$ cat src/amx_ram.sv
// Generic single-write, single-read synchronous RAM with registered read.
// No dependencies.
module amx_ram #(
    parameter int WIDTH = 32,
    parameter int DEPTH = 128
) (
    input  logic                     i_clk,
    input  logic                     i_we,
    input  logic [$clog2(DEPTH)-1:0] i_waddr,
    input  logic [WIDTH-1:0]         i_wdata,
    input  logic                     i_re,
    input  logic [$clog2(DEPTH)-1:0] i_raddr,
    output logic [WIDTH-1:0]         o_rdata
);

    logic [WIDTH-1:0] r_mem [DEPTH];
    logic [WIDTH-1:0] r_rdata;

    // Write port
    always_ff @(posedge i_clk) begin
        if (i_we) begin
            r_mem[i_waddr] <= i_wdata;
        end
    end

    // Registered read port, old data on a same-cycle write
    always_ff @(posedge i_clk) begin
        if (i_re) begin
            r_rdata <= r_mem[i_raddr];
        end
    end

    assign o_rdata = r_rdata;

endmodule

$ cat config.mk
export PLATFORM = sky130hd
export DESIGN_NAME = amx_ram
export DESIGN_NICKNAME = d
export VERILOG_FILES = /design/src/amx_ram.sv
export SDC_FILE = /design/constraint.sdc
export NUM_CORES = 2
export LEC_CHECK = 0
export BUFFER_PORTS_ARGS = -buffer_cell sky130_fd_sc_hd__buf_2
export CAP_MARGIN = 40
export CORE_ASPECT_RATIO = 1.1
export CORE_UTILIZATION = 30
export DETAILED_ROUTE_END_ITERATION = 6
export PLACE_DENSITY = 0.43
export SYNTH_ARGS = -nofsm -noshare
export SYNTH_HDL_FRONTEND = slang
export SYNTH_SLANG_ARGS = --single-unit
$ cat constraint.sdc
create_clock -name i_clk -period 4.1 [get_ports i_clk]
set_input_delay 0.41 -clock i_clk [delete_from_list [all_inputs] [get_ports i_clk]]
set_output_delay 0.41 -clock i_clk [all_outputs]
set_load 0.02 [all_outputs]
==> summary.txt <==
Outcome
  • Status: completed

Timing
  • Clk_skew: 0.0499 ns
  • Setup tns final: 0 ns
  • Tcrit/Tclk final: 0.722
  • Unrepaired setup endpoints after global routing: false
  • Final setup viols: 0
  • Final WS setup: 1.14 ns
  • Max Freq: between 0.3 and 0.4 GHz
  • Slew Limit Fails: 0
  • Slew Limit Headroom: 0.361
  • Hold WS: slightly above 0.06 ns
  • Tmin final: approximately 3.0 ns
  • Worst-margin pin slew: between 0.9 and 1 ns
  • Final hold vios: 0

Drt
  • Routed vias/inst: between 5 and 6
  • Top Layer Used: met5
  • Routed Wire Length: 491,000 um
  • Number of remaining DRC errors: 0
  • Total vias in the final route: about 71,000
  • DRT Pass-1 Iters: 7
  • Initial drt markers: ~8,300
  • Metal3 WL: just under 30,000 um
  • Drt wl/cell: 35.3 um
  • WL met2: 242,000 um
  • Met1 wire length: between 200,000 and 250,000 um
  • Final ANT Viol Nets: 0

Worst setup path
  • Crit path capture type: flop
  • CP Data Required Time: between 4 and 5 ns
  • Worst setup SP type: primary input
  • Crit path to: o_rdata[19]$_DFFE_PP_
  • Worst Path Arrival: ~3.7 ns
  • Crit-path max FO: 22
  • Critical path startpoint: i_raddr[0]
  • Crit Path Class: primary input to flop
  • R2r setup slk: 1.24 ns
  • Reg2Reg Depth: 4
  • FF-to-FF End: o_rdata[19]$_DFFE_PP_
  • RR Startpoint: r_mem[97][19]$_DFFE_PP_

Place
  • Place WS: between 0.05 and 0.06 ns
  • Placed wire-length estimate: around 290,000 um
  • Gpl congestion: 0.753
  • Port Buffers: 80
  • Area post-placement: approximately 170,000 um^2

Global routing
  • Pin count of the biggest net entering global routing: just over 80
  • Antenna violations before repair: 100
  • First-pass GRT wire length: between 600,000 and 700,000 um
  • GRT Util Overall: 0.184
  • Grt total ovfl: 0
  • Vias in the first global route: about 75,000

Clock network
  • CTS Buffer Depth: 4
  • Post-CTS sizing: 0
  • Clk Latency, worst-skew pair: approximately 1 ns
  • H-tree depth: 5
  • Clock slew seen by the registers of the worst setup and hold paths: about 0.060 ns
  • Clk sinks: between 4,000 and 5,000
  • TritonCTS clock tree: done
  • CTS Buf Count: between 400 and 500
  • Hold_buf cts: 31
  • Root buffer cell: clkbuf_16
  • Post-CTS setup buffer count: 0

Power and ir drop
  • Sequential power share: 0.515
  • Pwr dens: 489 nW/um^2
  • P_int: 70.9 mW
  • Leak: approximately 56 nW
  • Sw Ratio: 0.220
  • Peak supply drop: 0.000374 V
  • Clock network power share: 0.430
  • Psw: approximately 20 mW
  • Logic pwr share: 0.056

Synth
  • Syn nets: approximately 6,000
  • Syn Inst Count: around 6,000
  • Count leader, synth: edfxtp_1
  • Post-Synth XOR/XNOR Area: 0
  • Dominant cell type by area after synthesis: edfxtp_1
  • Area share of the largest cell type after synthesis: 0.792
  • Synth top area cells: edfxtp_1 79%, mux4_2 19%, clkbuf_1 0.44%
  • Simple-Gate Fraction of Synth Area: 0.00445
  • Distinct cells, synth: 16
  • Mux contribution to synthesized area: 0.196
  • Number of flops mapped to enable cells by yosys: about 4,100
  • Fraction of registers with async set/reset: 0
  • Post-synthesis sequential area ratio: 0.792
  • Commonest cells in the netlist: 4,128 x edfxtp_1, 1,344 x mux4_2, 182 x clkbuf_1
  • Post-Syn Area: 157,000 um^2
  • Ys flop type: edfxtp_1
  • Combinational family with the most area after synthesis: multiplexers
  • Yosys reg bits: roughly 4,100
  • Compound-Gate Fraction of Synth Area: 0
  • Synthesis Warnings: 0
  • Avg Inst Size Synth: ~26 um^2
  • Adder-cell share of the synthesized area: 0

Floorplanning
  • Rows: ~280
  • Die area: around 520,000 um^2
  • Core ar.: about 520,000 um^2
  • Num ports: 81
  • Die Y: 760 um
  • Starting Density: 0.302
  • Die Wd: ~700 um

Layout
  • Area growth syn-to-layout: 18.7%
  • Post-route cell area: roughly 190,000 um^2
  • Footprint of the multi-input gates: roughly 32,000 um^2
  • Layout cells sized above 1: 0.381
  • Layout fillers: approximately 47,000
  • Register Area: about 120,000 um^2
  • Nets@finish: roughly 6,700

Run
  • Number of max-cap violations: 0

Min path
  • Min-delay worst type: primary input to flop
==> metal layers <==
metal | GRT usage | vias to the layer above
met5 | 0 | -
met3 | 0.0306 | 509
met4 | 0.0349 | 18
met1 | 0.255 | 40700
met2 | 0.307 | 2287
li1 | - | 27900
==> kinds of logic (layout without fill, tap and decap cells) <==
| kind of cell | after synthesis | in the layout |
|---|---|---|
| other | 0 | 45 |
| buffers and inverters | 316 | 1360 |
| flip-flops | 4128 | 4128 |
| AND/OR/NAND/NOR | 170 | 170 |
| multiplexers | 1376 | 1376 |
==> per-stage QoR <==
stage                     std cells  utilization  power [mW]
final                         13900        0.358        90.9
after floorplan                5990            -        49.9
after global routing          13900        0.358        93.4
after global placement        13000        0.330        52.8
after CTS                     13900        0.358        91.9
after detailed placement      13000        0.331        52.8
==> worst min path at each step <==
| stage | cells past startpoint | from | slack (ns) | to |
|---|---|---|---|---|
| final | 1 | i_wdata[3] | 0.06 | r_mem[38][3]$_DFFE_PP_ |
| after global routing | 1 | i_wdata[3] | 0.04 | r_mem[38][3]$_DFFE_PP_ |
| after CTS | 1 | i_wdata[14] | 0.006 | r_mem[5][14]$_DFFE_PP_ |
| after detailed placement | 1 | i_wdata[18] | 0.67 | r_mem[118][18]$_DFFE_PP_ |
| after global placement | 1 | i_wdata[19] | 0.82 | r_mem[98][19]$_DFFE_PP_ |
| after floorplan | 0 | i_wdata[0] | 0.51 | r_mem[0][0]$_DFFE_PP_ |
==> placed cells by master, fill, tap and decap left out, drive strengths merged, types with 21 or more instances in the layout <==
master       Yosys  routed
clkinvlp         0      21
buf            134     542
edfxtp        4128    4128
dlygate4sd3      0      32
mux4          1344    1344
clkinv           0     204
clkbuf         182     495
bufinv           0      51
nor2           122     122
diode            0      45
mux2            32      32
==> power by group through the flow <==
stage | combinational, mW | sequential (mW) | clock [mW]
global placement | 5.07 | 47.7 | 0
CTS | 5.20 | 46.8 | 39.9
detailed placement | 5.16 | 47.7 | 0
finish | 5.07 | 46.8 | 39.0
global route | 5.31 | 46.8 | 41.3
floorplan | 2.25 | 47.6 | 0
==> state kept, by name, indices dropped and copies added (netlist names) <==
name and cells:
r_mem 4096, o_rdata 32
==> worst max-delay path, cell delays in order <==
cell	delay, ns
buf_12	0.25
buf_12	0.28
buf_12	0.25
buf_4	0.24
mux4_2	0.53
mux4_2	0.56
mux4_2	0.69
mux2_2	0.36
==> cell type report <==
| type | instances | share of cell area |
|---|---|---|
| sequential | 4128 | 0.667 |
| tap | 6835 | 0.0460 |
| antenna | 45 | 0.000606 |
| multi-input combinational | 1546 | 0.174 |
| clock buffer | 495 | 0.0587 |
| clock inverter | 291 | 0.0161 |
| timing repair buffer | 574 | 0.0379 |
Note: power is estimated with default switching activity, not from simulation.
