===== config.mk =====
export PLATFORM = sky130hd
export DESIGN_NAME = amx_issue
export DESIGN_NICKNAME = d
export VERILOG_FILES = /design/src/amx_pkg.sv /design/src/amx_issue.sv
export SDC_FILE = /design/constraint.sdc
export NUM_CORES = 1
export LEC_CHECK = 0
export BUFFER_PORTS_ARGS = -buffer_cell sky130_fd_sc_hd__buf_2
export CAP_MARGIN = 10
export CORE_ASPECT_RATIO = 0.6
export CORE_MARGIN = 4
export CORE_UTILIZATION = 33
export DETAILED_ROUTE_END_ITERATION = 8
export PLACE_DENSITY_LB_ADDON = 0.1
export SETUP_SLACK_MARGIN = 0.05
export SLEW_MARGIN = 40
export SYNTH_ARGS = -nofsm -noshare
export SYNTH_HDL_FRONTEND = slang
export SYNTH_SLANG_ARGS = --single-unit
export TNS_END_PERCENT = 100

===== constraint.sdc =====
create_clock -name i_clk -period 1.9 [get_ports i_clk]
set_clock_uncertainty 0.05 [all_clocks]
set_input_delay 0.095 -clock i_clk [delete_from_list [all_inputs] [get_ports i_clk]]
set_output_delay 0.095 -clock i_clk [all_outputs]
set_load 0.005 [all_outputs]

===== src/amx_pkg.sv =====
// Package for the accumulator machine executor: opcodes, show selectors,
// ADD forms and the structs passed between issue and execute stages.
// No dependencies; imported by amx_issue, amx_exec and the top level.
package amx_pkg;

    localparam int ADDR_W = 7;
    localparam int DATA_W = 32;

    // Instruction codes, also the unit code reported after each step
    typedef enum logic [2:0] {
        OP_SET   = 3'd0,
        OP_LDR   = 3'd1,
        OP_ADD   = 3'd2,
        OP_INC   = 3'd3,
        OP_DEC   = 3'd4,
        OP_STR   = 3'd5,
        OP_SHW   = 3'd6,
        OP_PAUSE = 3'd7
    } t_op;

    // SHW selectors
    localparam logic [2:0] SHW_ACC = 3'd0;
    localparam logic [2:0] SHW_MAR = 3'd1;
    localparam logic [2:0] SHW_MDR = 3'd2;
    localparam logic [2:0] SHW_UC  = 3'd3;
    localparam logic [2:0] SHW_MEM = 3'd4;

    // ADD address forms
    localparam logic [1:0] FORM_ONE   = 2'd1;
    localparam logic [1:0] FORM_TWO   = 2'd2;
    localparam logic [1:0] FORM_THREE = 2'd3;

    // Issued instruction, held in the execute stage
    typedef struct packed {
        t_op               op;
        logic [1:0]        form;
        logic [DATA_W-1:0] imm;
        logic [2:0]        target;
        logic [ADDR_W-1:0] mar;     // MAR after this instruction
        logic [ADDR_W-1:0] addr_a;  // address on read port A
        logic [ADDR_W-1:0] addr_b;  // address on read port B
        logic [ADDR_W-1:0] a3;
        logic              a_ok;
        logic              b_ok;
        logic              mar_ok;
        logic              a3_ok;
    } t_item;

    // Memory write request from the execute stage
    typedef struct packed {
        logic              en;
        logic [ADDR_W-1:0] addr;
        logic [DATA_W-1:0] data;
    } t_wr;

    // Machine state reported after each instruction
    typedef struct packed {
        logic [DATA_W-1:0] acc;
        logic [ADDR_W-1:0] mar;
        logic [DATA_W-1:0] mdr;
        logic [2:0]        uc;
        logic [DATA_W-1:0] pc;
        logic              show_valid;
        logic [DATA_W-1:0] show_value;
    } t_result;

endpackage


===== src/amx_issue.sv =====
// Issue stage: tracks MAR across accepted instructions and picks the two
// memory read addresses. Depends on amx_pkg.
module amx_issue
    import amx_pkg::*;
#(
    parameter int MEM_WORDS = 128
) (
    input  logic              i_clk,
    input  logic              i_rst_n,
    input  logic              i_accept,
    input  t_op               i_op,
    input  logic              i_has_addresses,
    input  logic [ADDR_W-1:0] i_first_address,
    input  logic [ADDR_W-1:0] i_second_address,
    input  logic [ADDR_W-1:0] i_third_address,
    input  logic [1:0]        i_add_form,
    input  logic [DATA_W-1:0] i_immediate,
    input  logic [2:0]        i_show_target,
    output t_item             o_item
);

    logic [ADDR_W-1:0] r_mar;
    logic [ADDR_W-1:0] n_mar;
    logic [ADDR_W-1:0] base_mar;

    function automatic logic in_range(input logic [ADDR_W-1:0] a);
        return {{(32-ADDR_W){1'b0}}, a} < 32'(MEM_WORDS);
    endfunction

    // MAR after this instruction; ADD moves it to its last operand
    always_comb begin
        base_mar = i_has_addresses ? i_first_address : r_mar;
        n_mar    = base_mar;
        if (i_op == OP_PAUSE) begin
            n_mar = r_mar;
        end else if (i_op == OP_ADD) begin
            case (i_add_form)
                FORM_ONE:   n_mar = i_first_address;
                FORM_TWO:   n_mar = i_second_address;
                FORM_THREE: n_mar = i_third_address;
                default:    n_mar = base_mar;
            endcase
        end
    end

    // Hold MAR for the next instruction
    always_ff @(posedge i_clk) begin
        if (!i_rst_n) begin
            r_mar <= '0;
        end else if (i_accept) begin
            r_mar <= n_mar;
        end
    end

    // Build the issued item; ADD and SHW read the first operand, others MAR
    always_comb begin
        o_item.op     = i_op;
        o_item.form   = i_add_form;
        o_item.imm    = i_immediate;
        o_item.target = i_show_target;
        o_item.mar    = n_mar;
        o_item.addr_a = (i_op == OP_ADD || i_op == OP_SHW) ? i_first_address : base_mar;
        o_item.addr_b = i_second_address;
        o_item.a3     = i_third_address;
        o_item.a_ok   = in_range(o_item.addr_a);
        o_item.b_ok   = in_range(i_second_address);
        o_item.mar_ok = in_range(n_mar);
        o_item.a3_ok  = in_range(i_third_address);
    end

endmodule


==> results.yml <==
run_status:
  result_of_the_run: "complete, no violations"
global_route:
  grt_first_pass_wirelength_mm: 4.464
  number_of_antenna_violations_at_the_first_check_in_global_routing: 0
  global_route.overflow_total: 0
  groute.usage.overall_pct: 12.85
  via_count_of_the_first_global_routing_pass: 921
  largest_net_degree_at_the_start_of_global_routing: 15
sta:
  setup_viol_count_final: 0
  timing.final.hold_violations: 0
  maxSlewHeadroom_pct: 62.36
  fin_setup_tns_ps: 0
  final.period_utilization_pct: 90.06
  grt_setup_unrepaired: "no"
  slew_violations: 0
  finalCriticalPeriod_ps: 1711
  maxClockFrequency_mhz: 584.4
  worst_slew_pin_tran_ps: 563.0
logic_synthesis:
  postSynth.topFlopCell: "sky130_fd_sc_hd__dfxtp_1"
  syn-cell-area_um2: 1136
  synth_most_common_cell: "sky130_fd_sc_hd__buf_4"
  yosys_warnings: 0
  synth.cells.most_frequent: "sky130_fd_sc_hd__buf_4 (58), sky130_fd_sc_hd__a21oi_1 (15), sky130_fd_sc_hd__nor2_1 (8), sky130_fd_sc_hd__o221ai_2 (8)"
  ys_seq_elements: 7
  post-synth-top-area-fraction_pct: 38.33
  number_of_enable_type_register_cells_in_the_synthesized_netlist: 0
  synth_area_per_cell_um2: 8.173
  post-synth-top-area-cell: "sky130_fd_sc_hd__buf_4"
  synth.lib_cells_used.distinct: 19
  proportion_of_synthesized_flip_flops_having_asynchronous_set_or_reset_pct: 0
  netlist_instances: 139
  synth.area.top_cells: "sky130_fd_sc_hd__buf_4 (38%), sky130_fd_sc_hd__dfxtp_1 (12%), sky130_fd_sc_hd__o221ai_2 (11%), sky130_fd_sc_hd__mux2_2 (6.9%), sky130_fd_sc_hd__a21oi_1 (6.6%)"
  synth_seq_area_share_pct: 12.33
cts:
  cts-buffers-inserted: 3
  tritoncts: "done"
  cts_sinks: 7
  clock_tree_buffer_depth: 2
  htree_levels: 1
  cts_hold_repair.buffers: 0
  postCtsSetupRepairBufs: 0
  postCtsResizedCells: 1
  clock_tree.root_cell: "sky130_fd_sc_hd__clkbuf_8"
  clkLatencyLatePin_ps: 220
pwr:
  power.density_cell_area_nw_per_um2: 541.2
  worst_ir_drop_vdd_mv: 0.1882
  leakage_nw: 0.5543
cells_and_area:
  filler_cell_count_in_the_final_layout: 373
  final_layout_size_suffix_gt1_share_pct: 59.87
  nNetsFinal: 218
  areaGrowthSynthToFinish_pct: 1.762
  final_cells: 197
  final-seq-area_um2: 140.1
  largest_register_ff_count: 7
  reg_top3: "r_mar: 7 flops"
  largest-register: "r_mar"
  multi_input_area_um2: 540.5
  final_area_um2: 1156
  n_antenna_cell: 0
  postLayoutCoreUtil_pct: 35.21
flow_run:
  maxCapViolCount: 0
worst_setup_path:
  worst_setup_start_kind: "primary input"
  crit_fanout: 7
  setup_cp_type: "in -> out"
  critical_path.endpoint_type: "output pin"
  cp.required_ps: 1750
  data_arrival_time_of_the_critical_path_ps: 1570
routing:
  antenna_left: 0
  routed_wirelength_mm: 2.893
  wl_per_cell_um: 14.69
  post_drt_via_cell_ratio: 4.772
  drc: 0
  dr.pass1.iters: 4
  drt_iter0_markers: 33
  vias: 940
placement:
  gp_congestion: 0.7594
  hpwlAfterDp_mm: 2.437
  portBuffers: 62
  placed_cells_incl_taps: 193
  placement.cell_area_um2: 1109
floorplan:
  floorplan.die_area_um2: 4476
  dieWidth_um: 83.75
  placeableCoreArea_um2: 3283
  row_count: 16
  floorplan.io_pins: 137
  initial_utilization_pct: 34.60
  fp.dieH_um: 53.45
min_path:
  holdCritPathClass: "in -> out"
## cells in the final DEF (no fill, tap or decap)
cell type	count
sky130_fd_sc_hd__dfxtp_1	7
sky130_fd_sc_hd__o21ai_4	1
sky130_fd_sc_hd__o221ai_2	8
sky130_fd_sc_hd__a21bo_2	1
sky130_fd_sc_hd__inv_1	3
sky130_fd_sc_hd__clkbuf_1	1
sky130_fd_sc_hd__or3b_4	2
sky130_fd_sc_hd__mux2i_1	7
sky130_fd_sc_hd__nor2_1	8
sky130_fd_sc_hd__nand2_1	7
sky130_fd_sc_hd__buf_2	62
sky130_fd_sc_hd__conb_1	4
sky130_fd_sc_hd__buf_4	7
sky130_fd_sc_hd__nand3_1	1
sky130_fd_sc_hd__clkbuf_8	3
sky130_fd_sc_hd__a311oi_1	7
sky130_fd_sc_hd__a21oi_1	15
sky130_fd_sc_hd__mux2_2	7
sky130_fd_sc_hd__nor4bb_1	1
## worst max-delay path, cell delays in order
cell	delay [ps]
sky130_fd_sc_hd__buf_2	130
sky130_fd_sc_hd__or3b_4	370
sky130_fd_sc_hd__or3b_4	480
sky130_fd_sc_hd__o221ai_2	230
sky130_fd_sc_hd__a21oi_1	100
sky130_fd_sc_hd__buf_2	160
## cell type report
cell class | count | area share, %
inverter | 3 | 0.9740
tap | 45 | 4.870
multi-input combinational | 69 | 46.75
clock buffer | 4 | 3.896
sequential | 7 | 12.12
timing repair buffer | 69 | 31.39
## path summary, 6_finish.rpt
path,start,to,slack [ps],cells after the start
min reg2reg,r_mar[5],r_mar[5],480,2
min,i_immediate[9],o_item[44],140,0
max,i_op[2],o_item[26],190,6
max reg2reg,r_mar[2],r_mar[2],1090,2
## power by group
group	switching, mW	internal [mW]	leakage [nW]
clock	0.0638	0.145	0.0228
sequential	0.00981	0.160	0.0579
combinational	0.123	0.123	0.474
## layer usage
metal / GRT usage [%] / wire, µm / up-vias
met5: 0 / 0 / -
met2: 19.13 / 1188 / 57
li1: - / - / 457
met4: 2.674 / 20 / 0
met3: 5.443 / 260 / 8
met1: 17.19 / 1424 / 418
## metrics by stage
stage / hold WS [ps] / setup WS, ps / power, mW
floorplan: 220.8 / 396.1 / 0.3837
global placement: 140.0 / 95.74 / 0.4189
detailed placement: 140.0 / 53.35 / 0.4207
CTS: 140.0 / 184.8 / 0.6357
global route: 140.0 / 112.2 / 0.6762
finish: 140.0 / 188.8 / 0.6257
## kinds of logic (layout without fill, tap and decap cells)
family                 after synthesis  after routing  synth area share (%)
flip-flops                           7              7                 12.33
other                                1              4                0.3301
AO/OA/AOI/OAI                       32             32                 24.89
multiplexers                        14             14                 13.11
AND/OR/NAND/NOR                     19             19                 8.040
buffers and inverters               66             76                 41.30
Power figures use the tool's default switching activity.
