## src/amx_pkg.sv

```systemverilog
// Package for the accumulator machine executor: opcodes, show selectors,
// ADD forms and the structs passed between issue and execute stages.
// No dependencies; imported by amx_issue, amx_exec and the top level.
package amx_pkg;

    localparam int ADDR_W = 7;
    localparam int DATA_W = 32;

    // Instruction codes, also the unit code reported after each step
    typedef enum logic [2:0] {
        OP_SET   = 3'd0,
        OP_LDR   = 3'd1,
        OP_ADD   = 3'd2,
        OP_INC   = 3'd3,
        OP_DEC   = 3'd4,
        OP_STR   = 3'd5,
        OP_SHW   = 3'd6,
        OP_PAUSE = 3'd7
    } t_op;

    // SHW selectors
    localparam logic [2:0] SHW_ACC = 3'd0;
    localparam logic [2:0] SHW_MAR = 3'd1;
    localparam logic [2:0] SHW_MDR = 3'd2;
    localparam logic [2:0] SHW_UC  = 3'd3;
    localparam logic [2:0] SHW_MEM = 3'd4;

    // ADD address forms
    localparam logic [1:0] FORM_ONE   = 2'd1;
    localparam logic [1:0] FORM_TWO   = 2'd2;
    localparam logic [1:0] FORM_THREE = 2'd3;

    // Issued instruction, held in the execute stage
    typedef struct packed {
        t_op               op;
        logic [1:0]        form;
        logic [DATA_W-1:0] imm;
        logic [2:0]        target;
        logic [ADDR_W-1:0] mar;     // MAR after this instruction
        logic [ADDR_W-1:0] addr_a;  // address on read port A
        logic [ADDR_W-1:0] addr_b;  // address on read port B
        logic [ADDR_W-1:0] a3;
        logic              a_ok;
        logic              b_ok;
        logic              mar_ok;
        logic              a3_ok;
    } t_item;

    // Memory write request from the execute stage
    typedef struct packed {
        logic              en;
        logic [ADDR_W-1:0] addr;
        logic [DATA_W-1:0] data;
    } t_wr;

    // Machine state reported after each instruction
    typedef struct packed {
        logic [DATA_W-1:0] acc;
        logic [ADDR_W-1:0] mar;
        logic [DATA_W-1:0] mdr;
        logic [2:0]        uc;
        logic [DATA_W-1:0] pc;
        logic              show_valid;
        logic [DATA_W-1:0] show_value;
    } t_result;

endpackage

```

## src/amx_exec.sv

```systemverilog
// Execute stage: takes memory read data, forwards the write of the previous
// instruction, updates ACC/MDR/UC/PC and holds the result register.
// Depends on amx_pkg.
module amx_exec
    import amx_pkg::*;
(
    input  logic              i_clk,
    input  logic              i_rst_n,
    input  logic              i_accept,
    input  t_item             i_item,
    input  logic [DATA_W-1:0] i_rdata_a,
    input  logic [DATA_W-1:0] i_rdata_b,
    input  logic              i_out_ready,
    output logic              o_free,
    output t_wr               o_wr,
    output logic              o_out_valid,
    output t_result           o_result
);

    logic              r_e_valid;
    t_item             r_e;
    logic              r_fw_valid;
    logic [ADDR_W-1:0] r_fw_addr;
    logic [DATA_W-1:0] r_fw_data;
    logic [DATA_W-1:0] r_acc;
    logic [DATA_W-1:0] r_mdr;
    logic [DATA_W-1:0] r_pc;
    logic              r_out_valid;
    t_result           r_out;

    logic              e_adv;
    logic [DATA_W-1:0] rd_a;
    logic [DATA_W-1:0] rd_b;
    logic [DATA_W-1:0] sum_ab;
    logic [DATA_W-1:0] n_acc;
    logic [DATA_W-1:0] n_mdr;
    logic              show_ok;
    logic [DATA_W-1:0] show_val;
    logic              wr_req;
    logic [ADDR_W-1:0] wr_addr;
    logic [DATA_W-1:0] wr_data;

    assign e_adv  = r_e_valid && (!r_out_valid || i_out_ready);
    assign o_free = !r_e_valid || e_adv;

    // Operand fetch with forwarding, then the operation itself
    always_comb begin
        rd_a = (r_fw_valid && r_fw_addr == r_e.addr_a) ? r_fw_data : i_rdata_a;
        rd_b = (r_fw_valid && r_fw_addr == r_e.addr_b) ? r_fw_data : i_rdata_b;
        if (!r_e.a_ok) rd_a = '0;
        if (!r_e.b_ok) rd_b = '0;
        sum_ab   = rd_a + rd_b;
        n_acc    = r_acc;
        n_mdr    = r_mdr;
        show_ok  = 1'b0;
        show_val = '0;
        wr_req   = 1'b0;
        wr_addr  = r_e.mar;
        wr_data  = '0;
        unique case (r_e.op)
            OP_SET: begin
                n_mdr   = r_e.imm;
                wr_req  = r_e.mar_ok;
                wr_data = r_e.imm;
            end
            OP_LDR: begin
                n_mdr = rd_a;
                n_acc = rd_a;
            end
            OP_ADD: begin
                case (r_e.form)
                    FORM_ONE: begin
                        n_acc = r_acc + rd_a;
                        n_mdr = rd_a;
                    end
                    FORM_TWO: begin
                        n_acc = sum_ab;
                        n_mdr = rd_b;
                    end
                    FORM_THREE: begin
                        n_acc   = '0;
                        n_mdr   = r_e.a3_ok ? sum_ab : '0;
                        wr_req  = r_e.a3_ok;
                        wr_addr = r_e.a3;
                        wr_data = sum_ab;
                    end
                    default: begin
                        n_acc = r_acc;
                    end
                endcase
            end
            OP_INC: begin
                n_mdr   = rd_a + 32'd1;
                wr_req  = r_e.mar_ok;
                wr_data = rd_a + 32'd1;
            end
            OP_DEC: begin
                n_mdr   = rd_a - 32'd1;
                wr_req  = r_e.mar_ok;
                wr_data = rd_a - 32'd1;
            end
            OP_STR: begin
                n_acc   = '0;
                wr_req  = r_e.mar_ok;
                wr_data = r_acc;
            end
            OP_SHW: begin
                show_ok = 1'b1;
                case (r_e.target)
                    SHW_ACC: show_val = r_acc;
                    SHW_MAR: show_val = {{(DATA_W-ADDR_W){1'b0}}, r_e.mar};
                    SHW_MDR: show_val = r_mdr;
                    SHW_UC:  show_val = {{(DATA_W-3){1'b0}}, OP_SHW};
                    SHW_MEM: show_val = rd_a;
                    default: show_ok  = 1'b0;
                endcase
            end
            OP_PAUSE: begin
                n_acc = r_acc;
            end
        endcase
    end

    assign o_wr.en   = e_adv && wr_req;
    assign o_wr.addr = wr_addr;
    assign o_wr.data = wr_data;

    // Execute stage occupancy and forwarding of the write that each read misses
    always_ff @(posedge i_clk) begin
        if (!i_rst_n) begin
            r_e_valid  <= 1'b0;
            r_fw_valid <= 1'b0;
        end else begin
            if (i_accept) begin
                r_e_valid  <= 1'b1;
                r_fw_valid <= o_wr.en;
            end else if (e_adv) begin
                r_e_valid <= 1'b0;
            end
        end
    end

    // Payload of the execute stage and forwarding data
    always_ff @(posedge i_clk) begin
        if (i_accept) begin
            r_e       <= i_item;
            r_fw_addr <= o_wr.addr;
            r_fw_data <= o_wr.data;
        end
    end

    // Machine registers and result valid
    always_ff @(posedge i_clk) begin
        if (!i_rst_n) begin
            r_acc       <= '0;
            r_mdr       <= '0;
            r_pc        <= '0;
            r_out_valid <= 1'b0;
        end else if (e_adv) begin
            r_acc       <= n_acc;
            r_mdr       <= n_mdr;
            r_pc        <= r_pc + 32'd1;
            r_out_valid <= 1'b1;
        end else if (i_out_ready) begin
            r_out_valid <= 1'b0;
        end
    end

    // Result register
    always_ff @(posedge i_clk) begin
        if (e_adv) begin
            r_out.acc        <= n_acc;
            r_out.mar        <= r_e.mar;
            r_out.mdr        <= n_mdr;
            r_out.uc         <= r_e.op;
            r_out.pc         <= r_pc + 32'd1;
            r_out.show_valid <= show_ok;
            r_out.show_value <= show_val;
        end
    end

    assign o_out_valid = r_out_valid;
    assign o_result    = r_out;

endmodule

```

## config.mk

```make
export PLATFORM = sky130hd
export DESIGN_NAME = amx_exec
export DESIGN_NICKNAME = d
export VERILOG_FILES = /design/src/amx_pkg.sv /design/src/amx_exec.sv
export SDC_FILE = /design/constraint.sdc
export NUM_CORES = 1
export LEC_CHECK = 0
export ABC_AREA = 1
export BUFFER_PORTS_ARGS = -buffer_cell sky130_fd_sc_hd__buf_2
export CAP_MARGIN = 10
export CELL_PAD_IN_SITES_DETAIL_PLACEMENT = 1
export CELL_PAD_IN_SITES_GLOBAL_PLACEMENT = 1
export CORE_ASPECT_RATIO = 1.5
export CORE_MARGIN = 1.5
export CORE_UTILIZATION = 25
export DETAILED_ROUTE_END_ITERATION = 10
export GPL_ROUTABILITY_DRIVEN = 1
export PLACE_DENSITY_LB_ADDON = 0.1
export SLEW_MARGIN = 0
export SYNTH_ARGS = -nofsm -noshare
export SYNTH_HDL_FRONTEND = slang
export SYNTH_SLANG_ARGS = --single-unit
```

## constraint.sdc

```tcl
create_clock -name i_clk -period 8.12 [get_ports i_clk]
set_clock_uncertainty 0.2 [all_clocks]
set_input_delay 1.624 -clock i_clk [delete_from_list [all_inputs] [get_ports i_clk]]
set_output_delay 1.624 -clock i_clk [all_outputs]
set_load 0.02 [all_outputs]
```

==> flow_summary.yaml, run 1 <==
layout:
  layout-drive-gt1-share: 0.162
  design_area_um2: 28400
  area_growth_pct: 19.4
  fillers: 11800
  layout.nets: 3778
logic_synthesis:
  synth_cells: 3285
  synth_area_per_cell_um2: 7.24
  synthFlopType: "edfxtp_1"
  syn_nets: 3485
  synth_warnings: 0
  synth-seq-area-share: 0.399
  async_flop_share: 0
  synth_seq_cells: 349
  synth.distinct_cells: 64
  syn_area_um2: 23800
  synth_enable_flop_cells: 250
worst_setup_path:
  critPathRequiredTime_ns: 6.30
  reg2reg_depth: 28
  reg2reg_from: "r_fw_addr[2]"
  critPathMaxFanout: 11
  crit_family: "simple AND/OR/NAND/NOR gates"
  cp-end-kind: "output port"
  r2r_slack_ns: 2.83
  slowest_stage: "fa_1"
  critPathKind: "reg -> out"
  critPathArrivalTime_ns: 5.40
  reg2reg_to: "o_result[127]"
  cpMostUsedCell: "nand2_1"
  cp_num_buf_inv: 3
  max_stage_delay_ns: 0.47
  cp-start-kind: "register"
  worstPathCellList: "xnor2_1 > nand2_2 > nor2_4 > nand2_4 > o21ai_1 > nand2_2 > inv_2 > ha_1 > inv_1 > fa_1 > o21ai_0 > a31oi_1 > nor2_1 > nand4_1 > nand2_1 > nand2_1 > nand2_1 > nand2_1 > nand2_1 > xor2_1 > a221o_1 > buf_2"
flow_run:
  drv_cap: 0
grt:
  grt_pass1_vias: 25200
  grt_first_pass_wirelength_um: 180000
  grt_max_degree: 127
  busiest_layer: "met2"
  antenna_found_initial: 3
  use_met2: 0.429
  met1_usage: 0.336
  grt-ovfl-total: 0
  grt_usage: 0.257
  grt.met3_usage: 0.0356
power_and_ir_drop:
  report.power.total_mw: 5.57
  peakVddDrop_mv: 0.131
  p_leak_nw: 12.8
  cellPowerDensity_nw_per_um2: 196
sta:
  slew_violations: 0
  fin_crit_sh: 0.890
  setup_slack_ns: 0.893
  rsz0062_at_grt: "false"
  worst_pin_slew_ns: 1.16
  setup_tns_ns: 0
  fin_crit_ns: 7.23
  max_slew_margin: 0.227
  max_freq_mhz: 138
  hold_violations: 0
  setup_viol: 0
clocking:
  cts_setup_buffers: 0
  cts.htree.levels: 2
  insertion_delay_ns: 0.62
  root_buffer: "clkbuf_16"
  path_clk_slew_ns: 0.06
  cts_tree: "done"
  postCtsHoldBufs: 0
  clockBufferDepth: 3
  ctsResizeCount: 0
  cts_buffers: 43
  cts_sinks: 349
route:
  via_per_inst: 5.05
  drt-total-wl_um: 127000
  drc: 0
  ant_nets: 0
  drt_iter0_drc: 1606
  wl_per_cell_um: 26.0
  vias: 24600
  dr.pass1.iters: 6
die:
  io_pins: 321
  num_rows: 138
  die_area_um2: 97000
  coreArea_um2: 94300
  die_w_um: 255
  die_h_um: 381
  start_util: 0.252
place:
  dpl.hpwl_um: 98700
  placed_area_um2: 26900
  dp_slack_ns: 0.952
  portBuffers: 320
  gp_congestion: 0.923
outcome:
  outcome: "complete, no violations"
min_path:
  worstHoldStart: "r_e[29]"
  hold_path.class: "reg -> reg"
  worstHoldPathCells: 0
  hold_end: "o_result[104]"
## cells in the mapped netlist, types with 7 or more instances
cell       count  area share
o221ai_1       9      0.0033
nor2_4        18      0.0085
nand2_2       29      0.0076
o2111ai_1     15      0.0055
nand3_1      265       0.056
a211oi_1      12      0.0038
inv_1        445       0.070
nand2_1      747        0.12
inv_2         23      0.0036
o21ai_0      202       0.042
dfxtp_1       99       0.083
nor3_1        35      0.0074
a21oi_1      294       0.062
ha_1          58       0.031
xor2_1        52       0.019
edfxtp_1     250        0.32
nand3_2        9      0.0038
o21ai_1       29      0.0061
nand4_1       58       0.015
o21bai_1       9      0.0028
buf_1         10      0.0016
clkinv_1       8      0.0013
clkbuf_1      98       0.015
nor2_1       314       0.050
nand3b_1       7      0.0022
a221oi_1      21      0.0077
o211ai_1      26      0.0082
nor2_2        18      0.0047
o22ai_1       27      0.0071
## worst reg2reg max path, delay by kind of cell, from the launching register on
| kind | cells | cell delay, ns |
|---|---|---|
| simple gates | 19 | 2.33 |
| compound gates | 4 | 0.86 |
| flops | 1 | 0.45 |
| fa+ha+maj | 2 | 0.64 |
| xor+xnor | 1 | 0.20 |
| buf+inv | 2 | 0.35 |
## registers in the layout, indices dropped and copies added (netlist names)
name / flops
r_fw_data: 32
r_acc: 32
o_result: 139
r_fw_valid: 1
r_e_valid: 1
o_out_valid: 1
r_fw_addr: 7
r_pc: 32
r_e: 72
r_mdr: 32
## cells in the final DEF, fill, tap and decap left out, types with 58 or more instances in the layout
cell,Yosys,layout
a21oi_1,294,294
nor2_1,314,308
dfxtp_1,99,99
nand4_1,58,58
nand2_1,747,746
o21ai_0,202,202
buf_2,4,319
ha_1,58,58
inv_1,445,445
nand3_1,265,264
edfxtp_1,250,250
## worst max-delay path by stage
stage,startpoint,end,slack (ns),cells past startpoint
floorplan,i_out_ready,o_result[0],1.36,5
global placement,i_rdata_a[0],o_wr[20],0.98,21
detailed placement,i_rdata_a[0],o_wr[20],0.95,21
CTS,r_fw_addr[2],o_wr[20],0.83,23
global route,r_fw_addr[4],o_wr[21],0.49,24
finish,r_fw_addr[2],o_wr[16],0.89,22
## cells by family after synthesis
family	share of synthesized area
xor gates and xnor gates	0.0206
DFF	0.399
adders and majority gates	0.0322
and+or+nand+nor	0.288
AOI/OAI and AO/OA	0.163
buffers and inverters	0.0977
## per-stage QoR
stage | hold WS [ns] | instances | utilization
after floorplan | 0.226 | 3285 | -
after global placement | 0.233 | 4793 | 0.285
after detailed placement | 0.235 | 4793 | 0.285
after CTS | 0.241 | 4873 | 0.301
after global routing | 0.260 | 4874 | 0.301
final | 0.248 | 4875 | 0.301
## area by class of cell
class,instances,area (um2),area share
Clock inverter,33,402,0.0141
Clock buffer,47,1100,0.0388
Timing Repair Buffer,370,1980,0.0698
Antenna cell,2,5.00,0.000176
Multi-Input combinational cell,2337,12100,0.424
Tap cell,1260,1580,0.0555
Inverter,477,1800,0.0634
Sequential cell,349,9490,0.334
## report_power, final
| part | total, mW | switching [mW] | internal, mW | leakage, nW |
|---|---|---|---|---|
| clock | 2.11 | 0.920 | 1.19 | 0.715 |
| combinational | 1.32 | 0.985 | 0.339 | 8.87 |
| sequential | 2.14 | 0.0773 | 2.06 | 3.23 |
## metal layers
metal,vias up,share of wire
met3,165,0.052
met4,0,0.038
met5,-,0
li1,11600,-
met1,12200,0.43
met2,698,0.48
(Power assumes the default switching activity.)
==> run 2, diff against run 1 <==
- CORE_UTILIZATION: 25 -> 35
==> flow_summary.yaml, run 2 (synthesis results as in run 1) <==
grt:
  grt_usage: 0.343
  grt_pass1_vias: 26100
  grt_first_pass_wirelength_um: 175000
  grt-ovfl-total: 0
  antenna_found_initial: 0
  grt_max_degree: 77
clocking:
  ctsResizeCount: 0
  cts.htree.levels: 2
  path_clk_slew_ns: 0.06
  insertion_delay_ns: 0.61
  root_buffer: "clkbuf_16"
  cts_setup_buffers: 0
  cts_buffers: 39
  cts_tree: "done"
  clockBufferDepth: 3
  postCtsHoldBufs: 0
  cts_sinks: 349
route:
  drt-total-wl_um: 121000
  via_per_inst: 5.68
  wl_per_cell_um: 27.0
  drt_iter0_drc: 2080
  vias: 25500
  drc: 0
  dr.pass1.iters: 5
  ant_nets: 0
place:
  dpl.hpwl_um: 95300
  gp_congestion: 1.00
  placed_cells_incl_taps: 4413
  portBuffers: 320
  dp_slack_ns: 0.836
die:
  coreArea_um2: 67100
  num_rows: 116
  io_pins: 321
  start_util: 0.355
  die_area_um2: 69600
  die_h_um: 322
  die_w_um: 216
worst_setup_path:
  r2r_slack_ns: 2.33
  crit_family: "simple AND/OR/NAND/NOR gates"
  cp-start-kind: "register"
  max_stage_delay_ns: 0.46
  critPathMaxFanout: 35
  cpMostUsedCell: "nand2_1"
  reg2reg_depth: 21
  slowest_stage: "fa_1"
  cp_num_buf_inv: 3
  cp-end-kind: "output port"
  worstPathCellList: "xnor2_1 > nand2_2 > nor2_4 > nand2_4 > o21ai_1 > nand2_2 > inv_2 > ha_1 > inv_1 > fa_1 > o21ai_0 > a31oi_1 > nor2_1 > nand4_1 > nand2_1 > nand2_1 > nand2_1 > nand2_1 > nand2_1 > xor2_1 > nand2_1 > o211ai_1 > buf_2"
  critPathRequiredTime_ns: 6.30
  crit_start: "r_fw_addr[2]"
  reg2reg_to: "o_result[121]"
  reg2reg_from: "r_fw_addr[2]"
  critPathKind: "reg -> out"
  critPathArrivalTime_ns: 5.75
min_path:
  hold_path.class: "reg -> reg"
  worstHoldStart: "r_e[28]"
  hold_end: "o_result[103]"
  worstHoldPathCells: 0
sta:
  setup_viol: 0
  hold_violations: 0
  setup_slack_ns: 0.542
  rsz0062_at_grt: "false"
  fin_crit_sh: 0.933
  slew_violations: 0
  max_slew_margin: 0.260
  fin_crit_ns: 7.58
  worst_pin_slew_ns: 1.10
  setup_tns_ns: 0
  max_freq_mhz: 132
power_and_ir_drop:
  p_leak_nw: 12.7
  cellPowerDensity_nw_per_um2: 191
  peakVddDrop_mv: 0.143
layout:
  antennaDiodeCount: 0
  final_cell_mix: "nand2_1, inv_1, buf_2"
  largest_reg_flops: 139
  layout.nets: 3769
  final_common_cell: "nand2_1"
  finalNonFillerCells: 4484
  layout-drive-gt1-share: 0.158
  area_growth_pct: 16.2
flow_run:
  drv_cap: 0
outcome:
  outcome: "complete, no violations"
run 2: cell count changes in the layout (fill, tap and decap cells not counted), moves of 4 or more:
cell	delta
clkbuf_16	-4
nor2_2	+4
bufinv_16	-4
buf_4	-4
run 2: final cells by class:
| class | instances | area [um2] |
|---|---|---|
| clock buffer | 49 | 1050 |
| clock inverter | 22 | 223 |
| fill | 8540 | 39400 |
| inverter | 477 | 1800 |
| multi-input combinational | 2337 | 12000 |
| sequential | 349 | 9490 |
| tap | 885 | 1110 |
| timing repair buffer | 365 | 1940 |
run 2: how the worst max path moves through the flow:
stage               depth (start not counted)  slack (ns)          end
global placement                           21        0.89     o_wr[20]
detailed placement                         21        0.84     o_wr[20]
global route                               23        0.14     o_wr[18]
CTS                                        25        0.58     o_wr[20]
floorplan                                   5        1.36  o_result[0]
finish                                     23        0.54     o_wr[18]
run 2: layer usage:
layer / GRT usage / wire [um]
met2: 0.576 / 57300
met3: 0.0471 / 7980
met5: 0 / 0
met1: 0.440 / 50400
met4: 0.143 / 5450
run 2: worst reg2reg max path: stages (launching register included):
cell and delay, ns:
edfxtp_1 0.45, xnor2_1 0.20, nand2_2 0.09, nor2_4 0.18, nand2_4 0.32, o21ai_1 0.30
nand2_2 0.15, inv_2 0.24, ha_1 0.23, inv_1 0.07, fa_1 0.46, o21ai_0 0.33
a31oi_1 0.20, nor2_1 0.19, nand4_1 0.11, nand2_1 0.30, nand2_1 0.09, nand2_1 0.25
xor2_1 0.31, o21ai_0 0.27, o21ai_0 0.37, nand3_1 0.21
run 2: power breakdown:
part / total (mW) / internal [mW] / switching [mW] / leakage (nW)
combinational: 1.31 / 0.338 / 0.974 / 8.84
clock: 1.83 / 1.00 / 0.832 / 0.616
sequential: 2.14 / 2.06 / 0.0803 / 3.23
total: 5.28 / 3.40 / 1.89 / 12.7
run 2: stage by stage:
stage | instance area [um2] | util | hold slack [ns] | power, mW
floorplan | 23800 | - | 0.226 | 2.91
global placement | 26400 | 0.393 | 0.238 | 3.43
detailed placement | 26400 | 0.393 | 0.239 | 3.46
CTS | 27700 | 0.412 | 0.254 | 5.30
global route | 27700 | 0.412 | 0.273 | 5.47
finish | 27700 | 0.412 | 0.253 | 5.28
